## config.mk

```make
export PLATFORM = sky130hd
export DESIGN_NAME = rmq_sqrt
export DESIGN_NICKNAME = d
export VERILOG_FILES = /design/src/sv/rmq_sqrt.sv
export SDC_FILE = /design/constraint.sdc
export NUM_CORES = 1
export LEC_CHECK = 0
export BUFFER_PORTS_ARGS = -buffer_cell sky130_fd_sc_hd__buf_2
export CAP_MARGIN = 10
export CORE_UTILIZATION = 32
export CTS_CLUSTER_DIAMETER = 150
export DETAILED_ROUTE_END_ITERATION = 10
export GPL_TIMING_DRIVEN = 0
export PLACE_DENSITY_LB_ADDON = 0.3
export SKIP_LAST_GASP = 1
export SLEW_MARGIN = 20
export SYNTH_ARGS = -nofsm -noshare
export SYNTH_HDL_FRONTEND = slang
export SYNTH_SLANG_ARGS = --single-unit
```

## constraint.sdc

```tcl
create_clock -name clk -period 8.8 [get_ports clk]
set_clock_uncertainty 0.1 [all_clocks]
set_input_delay 0.44 -clock clk [delete_from_list [all_inputs] [get_ports clk]]
set_output_delay 0.44 -clock clk [all_outputs]
set_load 0.01 [all_outputs]
```

## src/sv/rmq_sqrt.sv

```systemverilog
// Pipelined restoring square root, one result bit per stage
module rmq_sqrt #(
    parameter int IN_W  = 36,
    parameter int OUT_W = 18,
    parameter int SB_W  = 40
) (
    input  logic            clk,
    input  logic            rst_n,
    input  logic            en,
    input  logic            in_valid,
    input  logic [IN_W-1:0] rad,
    input  logic [SB_W-1:0] side,
    output logic            out_valid,
    output logic [OUT_W-1:0] root,
    output logic [SB_W-1:0] side_out
);
    localparam int RW = OUT_W + 2;

    logic [OUT_W:0]            v_reg;
    logic [2*OUT_W-1:0]        n_reg [OUT_W+1];
    logic [RW-1:0]             r_reg [OUT_W+1];
    logic [OUT_W-1:0]          q_reg [OUT_W+1];
    logic [SB_W-1:0]           sb_reg [OUT_W+1];

    assign v_reg[0]  = in_valid;
    assign n_reg[0]  = (2*OUT_W)'(rad);
    assign r_reg[0]  = '0;
    assign q_reg[0]  = '0;
    assign sb_reg[0] = side;

    // Stage s brings down two radicand bits and decides one root bit
    for (genvar s = 0; s < OUT_W; s++)
    begin : g_stage
        logic [RW-1:0]    rem_next;
        logic [RW-1:0]    trial;
        logic [OUT_W-1:0] q_next;
        always_comb
        begin
            rem_next = {r_reg[s][RW-3:0], n_reg[s][2*OUT_W-1 -: 2]};
            trial    = {q_reg[s], 2'b01};
            q_next   = {q_reg[s][OUT_W-2:0], 1'b0};
            if (rem_next >= trial)
            begin
                rem_next  = rem_next - trial;
                q_next[0] = 1'b1;
            end
        end
        always_ff @(posedge clk or negedge rst_n)
        begin
            if (!rst_n)
                v_reg[s+1] <= 1'b0;
            else if (en)
                v_reg[s+1] <= v_reg[s];
        end
        always_ff @(posedge clk)
        begin
            if (en)
            begin
                n_reg[s+1]  <= {n_reg[s][2*OUT_W-3:0], 2'b00};
                r_reg[s+1]  <= rem_next;
                q_reg[s+1]  <= q_next;
                sb_reg[s+1] <= sb_reg[s];
            end
        end
    end

    assign out_valid = v_reg[OUT_W];
    assign root      = q_reg[OUT_W];
    assign side_out  = sb_reg[OUT_W];

endmodule

```

==> results.cfg <==
[run_status]
status = completed

[synthesis]
postSynthAreaPerCell_um2 = 16.85
yosys.area.top_type = edfxtp_1
synth-compound-area-share = 0.05768
ys_ff_latch = 1501
async_reset_ff_frac = 0.01199
synth_edf_count = 1483
postSynthCellCount = 3428
synth_top_family_by_area = compound AO/OA/AOI/OAI gates
synth.area.mux_share = 0.01313
netlist-cell-type-count = 86
synth-simple-area-share = 0.05257
synth-main-ff-cell = edfxtp_1
syn-num-nets = 3698
yosysWarningCount = 0
yosysMostFrequentCell = edfxtp_1
synthTopCellsByCount = 1483 x edfxtp_1, 233 x inv_1, 190 x ha_1
synth_area_um2 = 57770
yosys.area.top_type_share = 0.7709
ys_seq_area_frac = 0.7787
synth.area.top_cells = edfxtp_1 77%, ha_1 4.1%, xnor2_1 1.9%, inv_1 1.5%, xor2_1 1.4%
synthAdderAreaFrac = 0.04115
synthXorXnorAreaFrac = 0.03290

[die]
initial_core_util = 0.3231
fp.dieArea_um2 = 182200
ios = 139
die_h_um = 426.9
rows = 155
core-area_um2 = 178800
dieWidth_um = 426.9

[sta]
timing.setup.tns_ps = 0
worst_slack_ps = 4687
tightest_slew_ps = 940.9
timing.slew.headroom = 0.3565
min_period_ps = 4113
finalCritPeriodShare = 0.4674
maxSlewViolCount = 0
grt_setup_unrepaired = no
max_freq_ghz = 0.2431
hold_viol = 0
setup_viol = 0

[clock_network]
ctsResizeCount = 0
cts_setup_buffers = 0
numCtsBuffers = 163
cts_hold_buf = 81
htreeDepth = 4
cts_root_buffer = clkbuf_16
cts_buffer_depth = 3
cts_sinks = 1501
path_clk_slew_ps = 60
clock_latency_ps = 800
cts_tree = done

[pwr]
p_leak_nw = 24.90
p_per_area_nw_per_um2 = 258.7
ir_drop_mv = 0.1813

[worst_setup_path]
critPathMaxFanout = 145
crit_type = in2reg
critPathArrivalTime_ps = 4390
reg2reg_slack_ps = 5280
endpoint_kind = flip-flop
start_kind = input port
required_ps = 9080

[finish]
drive_gt1_frac = 0.1356
num-nets-final = 4093
antennaDiodeCount = 0
syn2layout_area_growth_pct = 17.84
largest_reg_flops = 680

[global_routing]
grt_pass1_vias = 27570
antenna_found_initial = 0
overflow = 0
grtUsageTotal = 0.09138
grt_max_degree = 146
grt_pass1_wl_mm = 135.1

[flow_run]
drv_cap = 0

[place]
preCtsSetupSlack_ps = 4388
place_congestion = 0.8614
port_buffers = 138
dp_hpwl_mm = 52.82

[hold_path]
hp-class = in2reg

[detailed_routing]
routed_wl_mm = 84.27
route.detailed.drc = 0
routed_via_density = 4.358
firstDrtPassIters = 6
routedWlPerCell_um = 13.34
drt_iter0_markers = 1726
drtAntennaViolNets = 0
vias = 27520
worst max-delay path, cell delays in order:
cell           delay (ps)
dlygate4sd3_1         570
buf_12                420
buf_16                510
buf_16                440
buf_16                510
buf_16                430
buf_16                490
layer usage:
layer	track usage	routed length, um	vias up	part of all wire
met1	0.09756	34040	13100	0.40
met2	0.1635	43360	449	0.51
met3	0.02441	3372	239	0.040
met4	0.04929	3494	0	0.041
li1	-	-	13730	-
met5	0	0	-	0
cell usage in the layout (no fill, tap or decap), types with 17 or more instances in the layout:
cell,netlist,final
nor2_1,173,173
dfrtp_1,18,18
dlygate4sd3_1,0,81
clkinv_2,0,36
edfxtp_1,1483,1483
clkbuf_1,25,53
nor2b_1,28,28
nand4_1,25,25
a211oi_1,20,20
nor3_1,44,44
ha_1,190,190
o21a_1,41,41
o21ai_0,119,119
bufinv_16,0,17
or3_1,26,26
inv_1,233,233
nand3_1,40,40
nor4_1,29,29
buf_2,6,143
a21o_1,48,48
nand2_1,149,149
mux2_2,58,58
xnor2_1,124,124
clkbuf_16,0,164
a21oi_1,162,162
clkinv_1,1,31
xor2_1,93,93
nand2b_1,29,29
buf_4,42,42
worst paths after layout:
kind	start	end	cells after the start
worst max-delay path	en	side_out[5]	7
worst min-delay path	side[22]	sb_reg[702]	2
worst max register to register	r_reg[160]	r_reg[140]	8
worst min register to register	n_reg[249]	n_reg[215]	0
max in group asynchronous	rst_n	out_valid	3
min in group asynchronous	rst_n	v_reg[2]	3
kinds of logic (layout without fill, tap and decap cells):
group                      after synthesis  in the layout
adders and majority gates              190            190
muxes                                   67             67
other                                    1              1
buffers and inverters                  315            848
AOI/OAI and AO/OA                      523            523
DFF                                   1501           1501
and+or+nand+nor                        614            614
xor gates and xnor gates               217            217
area by class of cell:
type | instances | area (um^2)
Inverter | 236 | 890.9
Fill cell | 16430 | 110700
Clock buffer | 194 | 4237
Buffer | 79 | 485.5
Sequential cell | 1501 | 44980
Clock inverter | 109 | 1301
Timing Repair Buffer | 230 | 1819
Multi-Input combinational cell | 1612 | 11410
Tap cell | 2355 | 2947
metrics by stage:
step                      hold WS, ps  utilization  area, um^2  std cells  total power [mW]
final                           235.0       0.3807       68070       6316             17.61
after global routing            158.9       0.3807       68070       6316             18.45
after CTS                       122.8       0.3807       68070       6316             17.93
after detailed placement        288.9       0.3452       61720       5932             10.90
after global placement          277.6       0.3434       61410       5921             11.16
after floorplan                 44.41            -       57770       3428             10.30
where the power goes:
group          total (mW)  leakage [nW]  internal, mW  switching [mW]
logic                1.84          7.63         0.819            1.02
clock network        6.84          2.68          4.00            2.84
registers            8.93          14.6          8.67           0.266
Note: power is estimated with default switching activity, not from simulation.
