--- src/sv/rmq_div.sv ---
// Pipelined restoring divider: quotient = num / den, one bit per stage
module rmq_div #(
    parameter int NUM_W = 34,
    parameter int DEN_W = 20,
    parameter int Q_W   = 18,
    parameter int SB_W  = 40
) (
    input  logic             clk,
    input  logic             rst_n,
    input  logic             en,
    input  logic             in_valid,
    input  logic [NUM_W-1:0] num,
    input  logic [DEN_W-1:0] den,
    input  logic [SB_W-1:0]  side,
    output logic             out_valid,
    output logic [Q_W-1:0]   quo,
    output logic             big,
    output logic [SB_W-1:0]  side_out
);
    // Quotient bits above Q_W only flag saturation
    localparam int RW = NUM_W + 1;

    logic [Q_W:0]       v_reg;
    logic [RW-1:0]      r_reg  [Q_W+1];
    logic [DEN_W-1:0]   d_reg  [Q_W+1];
    logic [Q_W-1:0]     q_reg  [Q_W+1];
    logic [Q_W:0]       b_reg;
    logic [SB_W-1:0]    sb_reg [Q_W+1];
    logic [RW-1:0]      top_d;

    // Entry check: num >= den << Q_W means quotient overflows
    assign top_d = RW'(den) << Q_W;
    assign v_reg[0]  = in_valid;
    assign r_reg[0]  = RW'(num);
    assign d_reg[0]  = den;
    assign q_reg[0]  = '0;
    assign b_reg[0]  = (RW'(num) >= top_d);
    assign sb_reg[0] = side;

    for (genvar s = 0; s < Q_W; s++)
    begin : g_stage
        localparam int SH = Q_W - 1 - s;
        logic [RW-1:0]  shd;
        logic [RW-1:0]  r_next;
        logic [Q_W-1:0] q_next;
        always_comb
        begin
            shd    = RW'(d_reg[s]) << SH;
            r_next = r_reg[s];
            q_next = q_reg[s];
            if (!b_reg[s] && r_reg[s] >= shd)
            begin
                r_next     = r_reg[s] - shd;
                q_next[SH] = 1'b1;
            end
        end
        always_ff @(posedge clk or negedge rst_n)
        begin
            if (!rst_n)
                v_reg[s+1] <= 1'b0;
            else if (en)
                v_reg[s+1] <= v_reg[s];
        end
        always_ff @(posedge clk)
        begin
            if (en)
            begin
                r_reg[s+1]  <= r_next;
                d_reg[s+1]  <= d_reg[s];
                q_reg[s+1]  <= q_next;
                b_reg[s+1]  <= b_reg[s];
                sb_reg[s+1] <= sb_reg[s];
            end
        end
    end

    assign out_valid = v_reg[Q_W];
    assign quo       = q_reg[Q_W];
    assign big       = b_reg[Q_W];
    assign side_out  = sb_reg[Q_W];

endmodule

--- config.mk ---
export PLATFORM = sky130hd
export DESIGN_NAME = rmq_div
export DESIGN_NICKNAME = d
export VERILOG_FILES = /design/src/sv/rmq_div.sv
export SDC_FILE = /design/constraint.sdc
export NUM_CORES = 2
export LEC_CHECK = 0
export ABC_CLOCK_PERIOD_IN_PS = 3500
export BUFFER_PORTS_ARGS = -buffer_cell sky130_fd_sc_hd__clkbuf_2
export CORE_ASPECT_RATIO = 1.75
export CORE_MARGIN = 2
export CORE_UTILIZATION = 40
export CTS_BUF_LIST = sky130_fd_sc_hd__clkbuf_8 sky130_fd_sc_hd__clkbuf_16
export CTS_CLUSTER_SIZE = 40
export DETAILED_ROUTE_END_ITERATION = 16
export GPL_TIMING_DRIVEN = 0
export PLACE_DENSITY = 0.56
export SETUP_SLACK_MARGIN = 0.2
export SYNTH_ARGS = -nofsm -noshare
export SYNTH_HDL_FRONTEND = slang
export SYNTH_SLANG_ARGS = --single-unit
--- constraint.sdc ---
create_clock -name clk -period 3.5 [get_ports clk]
set_input_delay 0.35 -clock clk [delete_from_list [all_inputs] [get_ports clk]]
set_output_delay 0.35 -clock clk [all_outputs]
set_load 0.005 [all_outputs]
==> out/metrics.cfg <==
[run_status]
status=finished, violations left
violations=negative setup slack

[floorplan]
pin_count=158
chipWidth_um=343
dieArea_mm2=0.204
rows=217
die_y_um=596
core-area_mm2=0.200
start_util_pct=40.2

[drt]
viasPerCell=5.05
dr_total_vias=45000
antenna_left=0
drc_errors=0
wl_mm=182
drt_iter0_markers=2014
wl_per_cell_um=20.4
drt_first_pass_iters=7

[grt]
grt_max_degree=117
globalRouteOverflowTotal=0
antenna_found_initial=4
globalRouteTotalUtil_pct=17.5
grt_pass1_wl_mm=270
grt_pass1_vias=48300

[place]
place_congestion=0.960
dp_slack_ps=-2010
io_buffers=157
dp_hpwl_mm=132

[run]
maxCapViolCount=0

[synth]
synth_top_flop_cell=edfxtp_1
syn_area_mm2=0.0802
synth.top_cell.area_share_pct=69.0
yosysMostFrequentCell=edfxtp_1
synth_edf_count=1844
synth_nets=5961
ys_types=84
ys_seq_area_share_pct=69.6
ys_ff_latch=1862
synthTopCellsByArea=edfxtp_1 (69%), ha_1 (5.8%), xnor2_1 (2.3%), inv_1 (2.2%), mux2_2 (2.0%)
synthTopCellsByCount=edfxtp_1 (1844), inv_1 (464), ha_1 (372)
synth_area_per_cell_um2=14.7
postSynthCellCount=5474
synth_area_leader_cell=edfxtp_1
synth_warnings=0
synth-async-reset-ratio_pct=0.967

[sta]
hold_viol_final=0
maxSlewHeadroom_pct=28.8
worst_pin_slew_ps=1060
setup_viol=19
fin_crit_sh_pct=103
hold_ws_ps=114
max_freq_mhz=277
period_needed_ps=3610
rsz0062_at_grt=yes
drv_slew=0
fin_ws_ps=-108
clock_skew_ps=39.5

[clocking]
clk_pin_slew_ps=60
cts_buffer_depth=4
cts_root_buffer=clkbuf_16
h-tree-depth=4
clock_latency_ps=820
clkSinkCount=1862
cts_buffers=183
cts_tree=built

[critical_path]
end_kind=flip-flop
worstSetupStartpointType=flip-flop
critPathKind=flip-flop to flip-flop
crit_fanout=5
required_ps=4040
cp.arrival_ps=4150

[cells_and_area]
largest_reg_flops=680
nets=6622
areaGrowthSynthToFinish_pct=20.8
drive_gt1_share_pct=20.6

[power_and_ir_drop]
ir_drop_mv=0.411
leakage_nw=37.1
p_per_area_mw_per_mm2=615

[min_path]
min_path_type=input port to flip-flop

-- cell type report --
cell class	count	area (um2)
timing repair buffer	477	4210
clock buffer	187	4650
tap	2628	3290
buffer	115	1150
multi-input combinational	3032	25000
inverter	464	1760
antenna	5	12.5
clock inverter	133	1020
fill	17200	103000
sequential	1862	55800
-- critical path: stages (launching register included) --
cell,delay (ps)
edfxtp_1,430
ha_4,310
nand4b_1,150
nor4_4,380
nand4_1,550
nand3_2,300
or3_4,170
a311oi_4,50
nor3_4,340
buf_6,180
buf_12,120
clkbuf_16,180
nand2_4,50
xnor2_1,110
-- worst paths after layout --
| path | start | endpoint | slack (ps) | depth (start not counted) |
|---|---|---|---|---|
| max | r_reg[217] | r_reg[200] | -110 | 13 |
| min | en | sb_reg[696] | 110 | 1 |
| min reg2reg | g_stage[14].q_next[14] | g_stage[15].q_next[14] | 400 | 0 |
| max in group asynchronous | rst_n | v_reg[12] | 2300 | 3 |
| max reg2reg | r_reg[217] | r_reg[200] | -110 | 13 |
| min in group asynchronous | rst_n | v_reg[10] | 710 | 3 |
-- metal layers --
metal / routed length (um) / share of wire (%) / track usage, % / up-vias
met5: 15 / 0.0082 / 0 / -
met4: 18300 / 10 / 15.9 / 2
met3: 4490 / 2.5 / 2.22 / 564
met2: 110000 / 61 / 37.1 / 828
met1: 48900 / 27 / 12.5 / 21800
li1: - / - / - / 21700
-- what timing repair did --
action,4_1_cts,5_1_grt
gates cloned,7,5
setup endpoints to repair,456,408
pin swaps,119,133
setup buffers,104,84
hold buffers,99,0
hold endpoints to repair,113,0
resized for setup,537,330
-- cell usage in the layout (no fill, tap or decap), types with 62 or more instances in the layout --
master and n:
o21ai_0 219, buf_4 199, xor2_1 164, xnor2_1 209
clkbuf_16 197, nor3_1 62, ha_1 336, nand2_1 307
a21o_1 159, a21oi_1 223, nor2_1 179, edfxtp_1 1844
mux2_2 100, inv_1 493, clkbuf_2 167, dlygate4sd3_1 99
-- kinds of logic after synthesis --
group	Yosys count	synth area share [%]
AO/OA/AOI/OAI	1022	8.01
XOR/XNOR	382	4.17
adder cells (fa/ha/maj)	389	6.23
buffers and inverters	580	2.95
flip-flops	1862	69.6
multiplexers	169	2.40
AND/OR/NAND/NOR	1070	6.67
-- stage by stage --
| stage | utilization (%) | instances | setup TNS [ps] | total power (W) | instance area (um2) |
|---|---|---|---|---|---|
| after floorplan | - | 5474 | 0 | 0.0353 | 80200 |
| after CTS | 47.5 | 8809 | 0 | 0.0595 | 94700 |
| final | 48.6 | 8903 | -747 | 0.0596 | 96900 |
| after detailed placement | 42.5 | 8280 | -427590 | 0.0390 | 84900 |
| after global routing | 48.6 | 8903 | -1050 | 0.0624 | 96900 |
| after global placement | 42.2 | 8259 | - | 0.0392 | 84300 |
-- power breakdown --
group          internal [W]  switching, W  total, W
Clock                0.0106       0.00824    0.0189
Sequential           0.0272       0.00116    0.0283
Combinational       0.00550       0.00690    0.0124
Note: power is estimated with default switching activity, not from simulation.
