<file path="config.mk">
export PLATFORM = sky130hd
export DESIGN_NAME = rmq_front
export DESIGN_NICKNAME = d
export VERILOG_FILES = /design/src/sv/rmq_pkg.sv /design/src/sv/rmq_front.sv
export SDC_FILE = /design/constraint.sdc
export NUM_CORES = 1
export LEC_CHECK = 0
export ABC_AREA = 1
export BUFFER_PORTS_ARGS = -buffer_cell sky130_fd_sc_hd__buf_2
export CAP_MARGIN = 20
export CELL_PAD_IN_SITES_DETAIL_PLACEMENT = 1
export CELL_PAD_IN_SITES_GLOBAL_PLACEMENT = 1
export CORE_ASPECT_RATIO = 2
export CORE_MARGIN = 4
export CORE_UTILIZATION = 43
export DETAILED_ROUTE_END_ITERATION = 8
export PLACE_DENSITY = 0.92
export SLEW_MARGIN = 25
export SYNTH_ARGS = -nofsm -noshare
export SYNTH_HDL_FRONTEND = slang
export SYNTH_SLANG_ARGS = --single-unit
</file>
<file path="constraint.sdc">
create_clock -name clk -period 0.9 [get_ports clk]
set_input_delay 0.045 -clock clk [delete_from_list [all_inputs] [get_ports clk]]
set_output_delay 0.045 -clock clk [all_outputs]
set_load 0.05 [all_outputs]
</file>
<file path="src/sv/rmq_pkg.sv">
package rmq_pkg;

    // Pivot selection: trace branch or diagonal index 0..2
    typedef enum logic [1:0] {
        PIV_TRACE = 2'd0,
        PIV_X     = 2'd1,
        PIV_Y     = 2'd2,
        PIV_Z     = 2'd3
    } piv_t;

endpackage

</file>
<file path="src/sv/rmq_front.sv">
// Front end: trace, pivot choice, root argument and the three numerators
module rmq_front #(
    parameter int DATA_WIDTH = 16,
    parameter int FRAC_BITS  = 14
) (
    input  logic                         clk,
    input  logic                         rst_n,
    input  logic                         en,
    input  logic                         in_valid,
    input  logic signed [DATA_WIDTH-1:0] m00,
    input  logic signed [DATA_WIDTH-1:0] m01,
    input  logic signed [DATA_WIDTH-1:0] m02,
    input  logic signed [DATA_WIDTH-1:0] m10,
    input  logic signed [DATA_WIDTH-1:0] m11,
    input  logic signed [DATA_WIDTH-1:0] m12,
    input  logic signed [DATA_WIDTH-1:0] m20,
    input  logic signed [DATA_WIDTH-1:0] m21,
    input  logic signed [DATA_WIDTH-1:0] m22,
    output logic                         out_valid,
    output rmq_pkg::piv_t                piv,
    output logic [DATA_WIDTH+2:0]        arg,
    output logic signed [DATA_WIDTH+1:0] n0,
    output logic signed [DATA_WIDTH+1:0] n1,
    output logic signed [DATA_WIDTH+1:0] n2
);
    import rmq_pkg::*;

    localparam int SW = DATA_WIDTH + 3;

    logic signed [SW-1:0] trace;
    logic signed [SW-1:0] arg_s;
    logic signed [SW-1:0] one;
    logic [1:0]           idx;
    piv_t                 piv_next;
    logic signed [DATA_WIDTH+1:0] n0_next, n1_next, n2_next;
    logic                 valid_reg;
    piv_t                 piv_reg;
    logic [SW-1:0]        arg_reg;
    logic signed [DATA_WIDTH+1:0] n0_reg, n1_reg, n2_reg;

    // Branch select and numerators
    always_comb
    begin
        one   = SW'(1) <<< FRAC_BITS;
        trace = SW'(m00) + SW'(m11) + SW'(m22);
        idx   = 2'd0;
        if (m11 > m00)
            idx = 2'd1;
        if ((idx == 2'd0 && m22 > m00) || (idx == 2'd1 && m22 > m11))
            idx = 2'd2;
        arg_s = '0;
        n0_next = '0;
        n1_next = '0;
        n2_next = '0;
        piv_next = PIV_TRACE;
        if (trace > 0)
        begin
            arg_s   = trace + one;
            n0_next = (DATA_WIDTH+2)'(m21) - (DATA_WIDTH+2)'(m12);
            n1_next = (DATA_WIDTH+2)'(m02) - (DATA_WIDTH+2)'(m20);
            n2_next = (DATA_WIDTH+2)'(m10) - (DATA_WIDTH+2)'(m01);
        end
        else
        begin
            // n0 -> w, n1 -> q_j, n2 -> q_k
            case (idx)
                2'd0:
                begin
                    piv_next = PIV_X;
                    arg_s   = SW'(m00) - SW'(m11) - SW'(m22) + one;
                    n0_next = (DATA_WIDTH+2)'(m21) - (DATA_WIDTH+2)'(m12);
                    n1_next = (DATA_WIDTH+2)'(m01) + (DATA_WIDTH+2)'(m10);
                    n2_next = (DATA_WIDTH+2)'(m02) + (DATA_WIDTH+2)'(m20);
                end
                2'd1:
                begin
                    piv_next = PIV_Y;
                    arg_s   = SW'(m11) - SW'(m22) - SW'(m00) + one;
                    n0_next = (DATA_WIDTH+2)'(m02) - (DATA_WIDTH+2)'(m20);
                    n1_next = (DATA_WIDTH+2)'(m12) + (DATA_WIDTH+2)'(m21);
                    n2_next = (DATA_WIDTH+2)'(m10) + (DATA_WIDTH+2)'(m01);
                end
                default:
                begin
                    piv_next = PIV_Z;
                    arg_s   = SW'(m22) - SW'(m00) - SW'(m11) + one;
                    n0_next = (DATA_WIDTH+2)'(m10) - (DATA_WIDTH+2)'(m01);
                    n1_next = (DATA_WIDTH+2)'(m20) + (DATA_WIDTH+2)'(m02);
                    n2_next = (DATA_WIDTH+2)'(m21) + (DATA_WIDTH+2)'(m12);
                end
            endcase
            if (arg_s < 0)
                arg_s = '0;
        end
    end

    always_ff @(posedge clk or negedge rst_n)
    begin
        if (!rst_n)
            valid_reg <= 1'b0;
        else if (en)
            valid_reg <= in_valid;
    end

    always_ff @(posedge clk)
    begin
        if (en)
        begin
            piv_reg <= piv_next;
            arg_reg <= arg_s;
            n0_reg  <= n0_next;
            n1_reg  <= n1_next;
            n2_reg  <= n2_next;
        end
    end

    assign out_valid = valid_reg;
    assign piv = piv_reg;
    assign arg = arg_reg;
    assign n0 = n0_reg;
    assign n1 = n1_reg;
    assign n2 = n2_reg;

endmodule

</file>
==> results of run 1 <==
-- synthesized netlist by cell type, drive strengths merged --
cell type,n,area [sq um]
nand2,686,2610
inv,389,1460
ha,300,3750
nand3,205,1050
nor2,168,641
a21oi,161,806
xor2,93,815
o21ai,86,430
fa,74,1480
edfxtp,72,2160
buf,44,279
clkbuf,25,96.3
nand4,24,150
xnor2,22,193
nor3,19,95.1
or2,18,113
o21bai,15,113
nand3b,12,90.1
a21o,10,75.1
o211ai,10,75.1
a21boi,5,37.5
a31oi,5,31.3
o31ai,5,37.5
a211oi,4,30.0
a31o,2,17.5
and2,2,12.5
o21a,2,15.0
o22ai,2,12.5
a22oi,1,7.51
clkinv,1,3.75
conb,1,3.75
dfrtp,1,25.0
mux2,1,11.3
nor3b,1,12.5
nor4,1,6.26
o221ai,1,8.76
or4,1,7.51
-- through the flow --
stage / util [%] / hold slack, ns
floorplan: - / -0.251
global placement: 61.8 / -0.181
detailed placement: 61.8 / -0.180
CTS: 67.3 / 0.0747
-- kinds of logic after synthesis --
| logic type | Yosys count | synth area share (%) |
|---|---|---|
| AOI/OAI and AO/OA | 309 | 10.1 |
| xor gates and xnor gates | 115 | 6.01 |
| adders and majority gates | 374 | 31.2 |
| buffers and inverters | 459 | 11.0 |
| DFF | 73 | 13.0 |
| muxes | 1 | 0.0672 |
| other | 1 | 0.0224 |
| and+or+nand+nor | 1137 | 28.5 |
-- repair_timing --
item,in CTS
pin swaps,59
hold buffers,3
endpoints found under the hold margin,2
resized for setup,354
setup buffers,30
gates cloned,8
endpoints found under the setup margin,147
-- per-layer routing --
| layer | GRT overflow | GRT usage (%) |
|---|---|---|
| met1 | 12 | 71.4 |
| met4 | 331 | 89.9 |
| met3 | 18 | 60.3 |
| met5 | 3 | 20.2 |
| met2 | 889 | 105 |
==> results.ini, run 1 <==
[logic_synthesis]
yosysWarnings = 0
ys_ff_latch = 73
synthCells = 2469
ys_seq_area_share_pct = 13.0
syn_area_sq_um = 16800
syn_nets = 2991
synth_cell_types = 50
syn_area_per_cell_sq_um = 6.79

[global_routing]
grt_max_degree = 28
gr-usage-all-layers_pct = 80.0
grt_overflow = 1253
grt_pass1_vias = 35200
grt_pass1_wl_microns = 266000

[place]
dpl_cell_area_sq_um = 23900
portBuffers = 223
pre_cts_slack_ns = -2.89
place_hpwl_microns = 84100
dp.cells = 3845
gp_congestion = 1.10

[cts]
cts_root_buf = clkbuf_16
htree_levels = 3
clk_path_buf_depth = 2
clock-sinks = 73
cts_buffers = 9

[floorplan]
boundaryPins = 224
num_rows = 102
die_width_microns = 148
die_y_microns = 287
start_util_pct = 43.4

[run_status]
error_line = [ERROR GRT-0116] Global routing finished with congestion. Check the congestion regions in the DRC Viewer.
status = aborted with a tool error
lastStage = 5_1_grt

==> run 2: changes to the inputs <==
--- a/config.mk
+++ b/config.mk
@@ -8,13 +8,10 @@
 export ABC_AREA = 1
 export BUFFER_PORTS_ARGS = -buffer_cell sky130_fd_sc_hd__buf_2
 export CAP_MARGIN = 20
-export CELL_PAD_IN_SITES_DETAIL_PLACEMENT = 1
-export CELL_PAD_IN_SITES_GLOBAL_PLACEMENT = 1
-export CORE_ASPECT_RATIO = 2
 export CORE_MARGIN = 4
-export CORE_UTILIZATION = 43
+export CORE_UTILIZATION = 40
 export DETAILED_ROUTE_END_ITERATION = 8
-export PLACE_DENSITY = 0.92
+export PLACE_DENSITY_LB_ADDON = 0.15
 export SLEW_MARGIN = 25
 export SYNTH_ARGS = -nofsm -noshare
 export SYNTH_HDL_FRONTEND = slang
==> run 2 against run 1 <==
Effect of this change: the flow now finishes, with violations (setup timing); synthesized cell count stayed put; synthesized area stayed put.
==> results.ini, run 2 <==
[logic_synthesis]
syn_area_per_cell_sq_um = 6.79
synth_top_area_cell = ha_1
synth_ff_type = edfxtp_1
yosysMostFrequentCell = nand2_1
synthAdderAreaFrac_pct = 31.2
synth_top_family_by_area = adder cells
synth-edff-count = 72
synth-compound-area-share_pct = 10.1
synthXorXnorAreaFrac_pct = 6.01
synthCells = 2469
muxShareOfSynthArea_pct = 0.0672
syn_nets = 2991
ys_ff_latch = 73
synthTopCellsByCount = 681 x nand2_1, 386 x inv_1, 300 x ha_1, 201 x nand3_1, 164 x nor2_1
synth.area.top_cells = ha_1 22%, nand2_1 15%, edfxtp_1 13%
yosys.area_share.simple_pct = 28.5
synth_cell_types = 50
ys_seq_area_share_pct = 13.0
synth_top_cell_area_share_pct = 22.4
synthArstFlopShare_pct = 1.37
syn_area_sq_um = 16800
yosysWarnings = 0

[setup_path]
crit_slowest_cell = fa_1
arrival_ns = 3.10
r2r-start = out_valid
crit_type = input port to flip-flop
crit_family = adder cells
cp_cell_sequence = buf_6 -> fa_1 -> ha_4 -> inv_2 -> fa_2 -> inv_2 -> nand3_2 -> nand2_4 -> nand3_4 -> nand3_4 -> a31oi_4 -> xor2_1 -> ha_2 -> nand3_2 -> nor2_1 -> nand3_1 -> nand2_4 -> inv_6 -> buf_12 -> nand2_1 -> nand2_1
end_kind = flip-flop
r2r_cells = 1
crit_path_max_incr_delay_ns = 0.57
r2r_setup_slack_ns = 0.13
critical_path.max_fanout = 31
path_buf_inv = 5
worstSetupStartpointType = input port
r2r_end = out_valid
cp_data_required_time_ns = 1.00

[place]
place_hpwl_microns = 56100
gp_congestion = 0.972
portBuffers = 223
dpl_cell_area_sq_um = 23800

[sta]
setup_violations = 147
hold_viol_final = 0
fin_crit_sh_pct = 333
worst_slack_ns = -2.10
rsz0062_at_grt = yes
worst_slew_pin_slew_ns = 0.910
drv_slew = 0
min_period_ns = 3.00
finalSetupTns_ns = -153.13
fmax_ghz = 0.333
whs_ns = 0.142
finalClockSkew_ns = 0
relSlewSlack_pct = 38.7

[detailed_routing]
via_per_inst = 4.93
firstDrtPassIters = 6
ant_nets = 0
drt_iter0_drc = 1314
drc = 0
totalWireLength_microns = 65100
wl_per_cell_microns = 16.7
vias = 19200

[run_status]
violations = setup timing
status = finished, violations left

[floorplan]
start_util_pct = 40.8
die_width_microns = 213
dieArea_sq_um = 45300
num_rows = 74
boundaryPins = 224
core_sq_um = 41100
die_y_microns = 213

[power_and_ir_drop]
power_leakage_uw = 0.0140
vdd_drop_max_uv = 1540
pwr_density_cell_nw_per_um2 = 1730
totalPowerFinal_uw = 43800

[cts]
cts_buffers = 9
path_clk_slew_ns = 0.07
clock-sinks = 73
htree_levels = 3
cts_root_buf = clkbuf_16
clk_path_buf_depth = 2
cts_tree = yes
clkLatencyLatePin_ns = 0.34

[global_routing]
grt_pass1_wl_microns = 101000
grt_max_degree = 38
antenna_found_initial = 0
grt_pass1_vias = 18800
gr-usage-all-layers_pct = 28.0
grt_overflow = 0

[hold_path]
hold_depth = 2
min-delay-start = en
hp-class = input port to flip-flop
min_to = n2[0]

[cells_and_area]
diodes = 0
mostFrequentLayoutCells = 694 x buf_4, 661 x nand2_1, 368 x inv_1
largest_reg_flops = 19
final_util_pct = 61.5
fin_nets = 3874
layout-drive-gt1-share_pct = 32.9
layout_commonest_cell = buf_4
syn_to_final_growth_pct = 50.9
stdcell_area_sq_um = 25300

[run]
cap_violations = 0

-- run 2: cell counts after synthesis --
Identical to the previous run, type by type.
-- run 2: area by class of cell --
| cell class | count | area, sq um |
|---|---|---|
| fill | 3857 | 15800 |
| multi-input combinational | 1939 | 13400 |
| timing repair buffer | 939 | 7260 |
| sequential | 73 | 2190 |
| inverter | 390 | 1480 |
| tap | 532 | 666 |
| clock buffer | 9 | 225 |
| clock inverter | 7 | 45.0 |
-- run 2: per-layer routing --
metal	vias to the layer above	part of all wire (%)	track usage [%]
met5	-	0	0
met4	0	1.2	3.84
met3	48	6.7	3.22
met2	655	42	43.2
met1	8843	50	43.2
li1	9614	-	-
-- run 2: worst max path at each step --
stage | start | end | depth (start not counted)
floorplan | m22[2] | arg[17] | 22
global placement | m00[1] | n0[11] | 21
detailed placement | m00[1] | arg[0] | 21
CTS | m00[1] | n2[15] | 21
global route | m00[1] | n2[4] | 21
finish | m00[1] | n2[4] | 21
-- run 2: cells by family (layout without fill, tap and decap cells) --
kind of cell | Yosys count | count (layout)
xor+xnor | 115 | 115
flops | 73 | 73
compound gates | 309 | 309
simple gates | 1137 | 1139
mux | 1 | 1
fa+ha+maj | 374 | 374
buf+inv | 459 | 1345
other cells | 1 | 1
-- run 2: metrics by stage --
stage                     setup WS, ns  std cells
final                            -2.10       3889
after global routing             -2.23       3889
after CTS                        -2.04       3878
after detailed placement         -2.55       3843
after global placement           -2.48       3843
after floorplan                  -2.02       2469
-- run 2: report_power, final --
part | internal, uW | total (uW) | switching [uW]
clock | 1860 | 3420 | 1560
combinational | 15000 | 34200 | 19200
sequential | 5230 | 6160 | 932
total | 22100 | 43800 | 21700
-- run 2: what timing repair did --
item	CTS	global route
cloned	4	1
setup buffers	12	10
hold endpoints to repair	2	0
resized for setup	197	49
pin swaps	10	17
setup endpoints to repair	147	147
hold buffers	3	0
(Power assumes the default switching activity.)
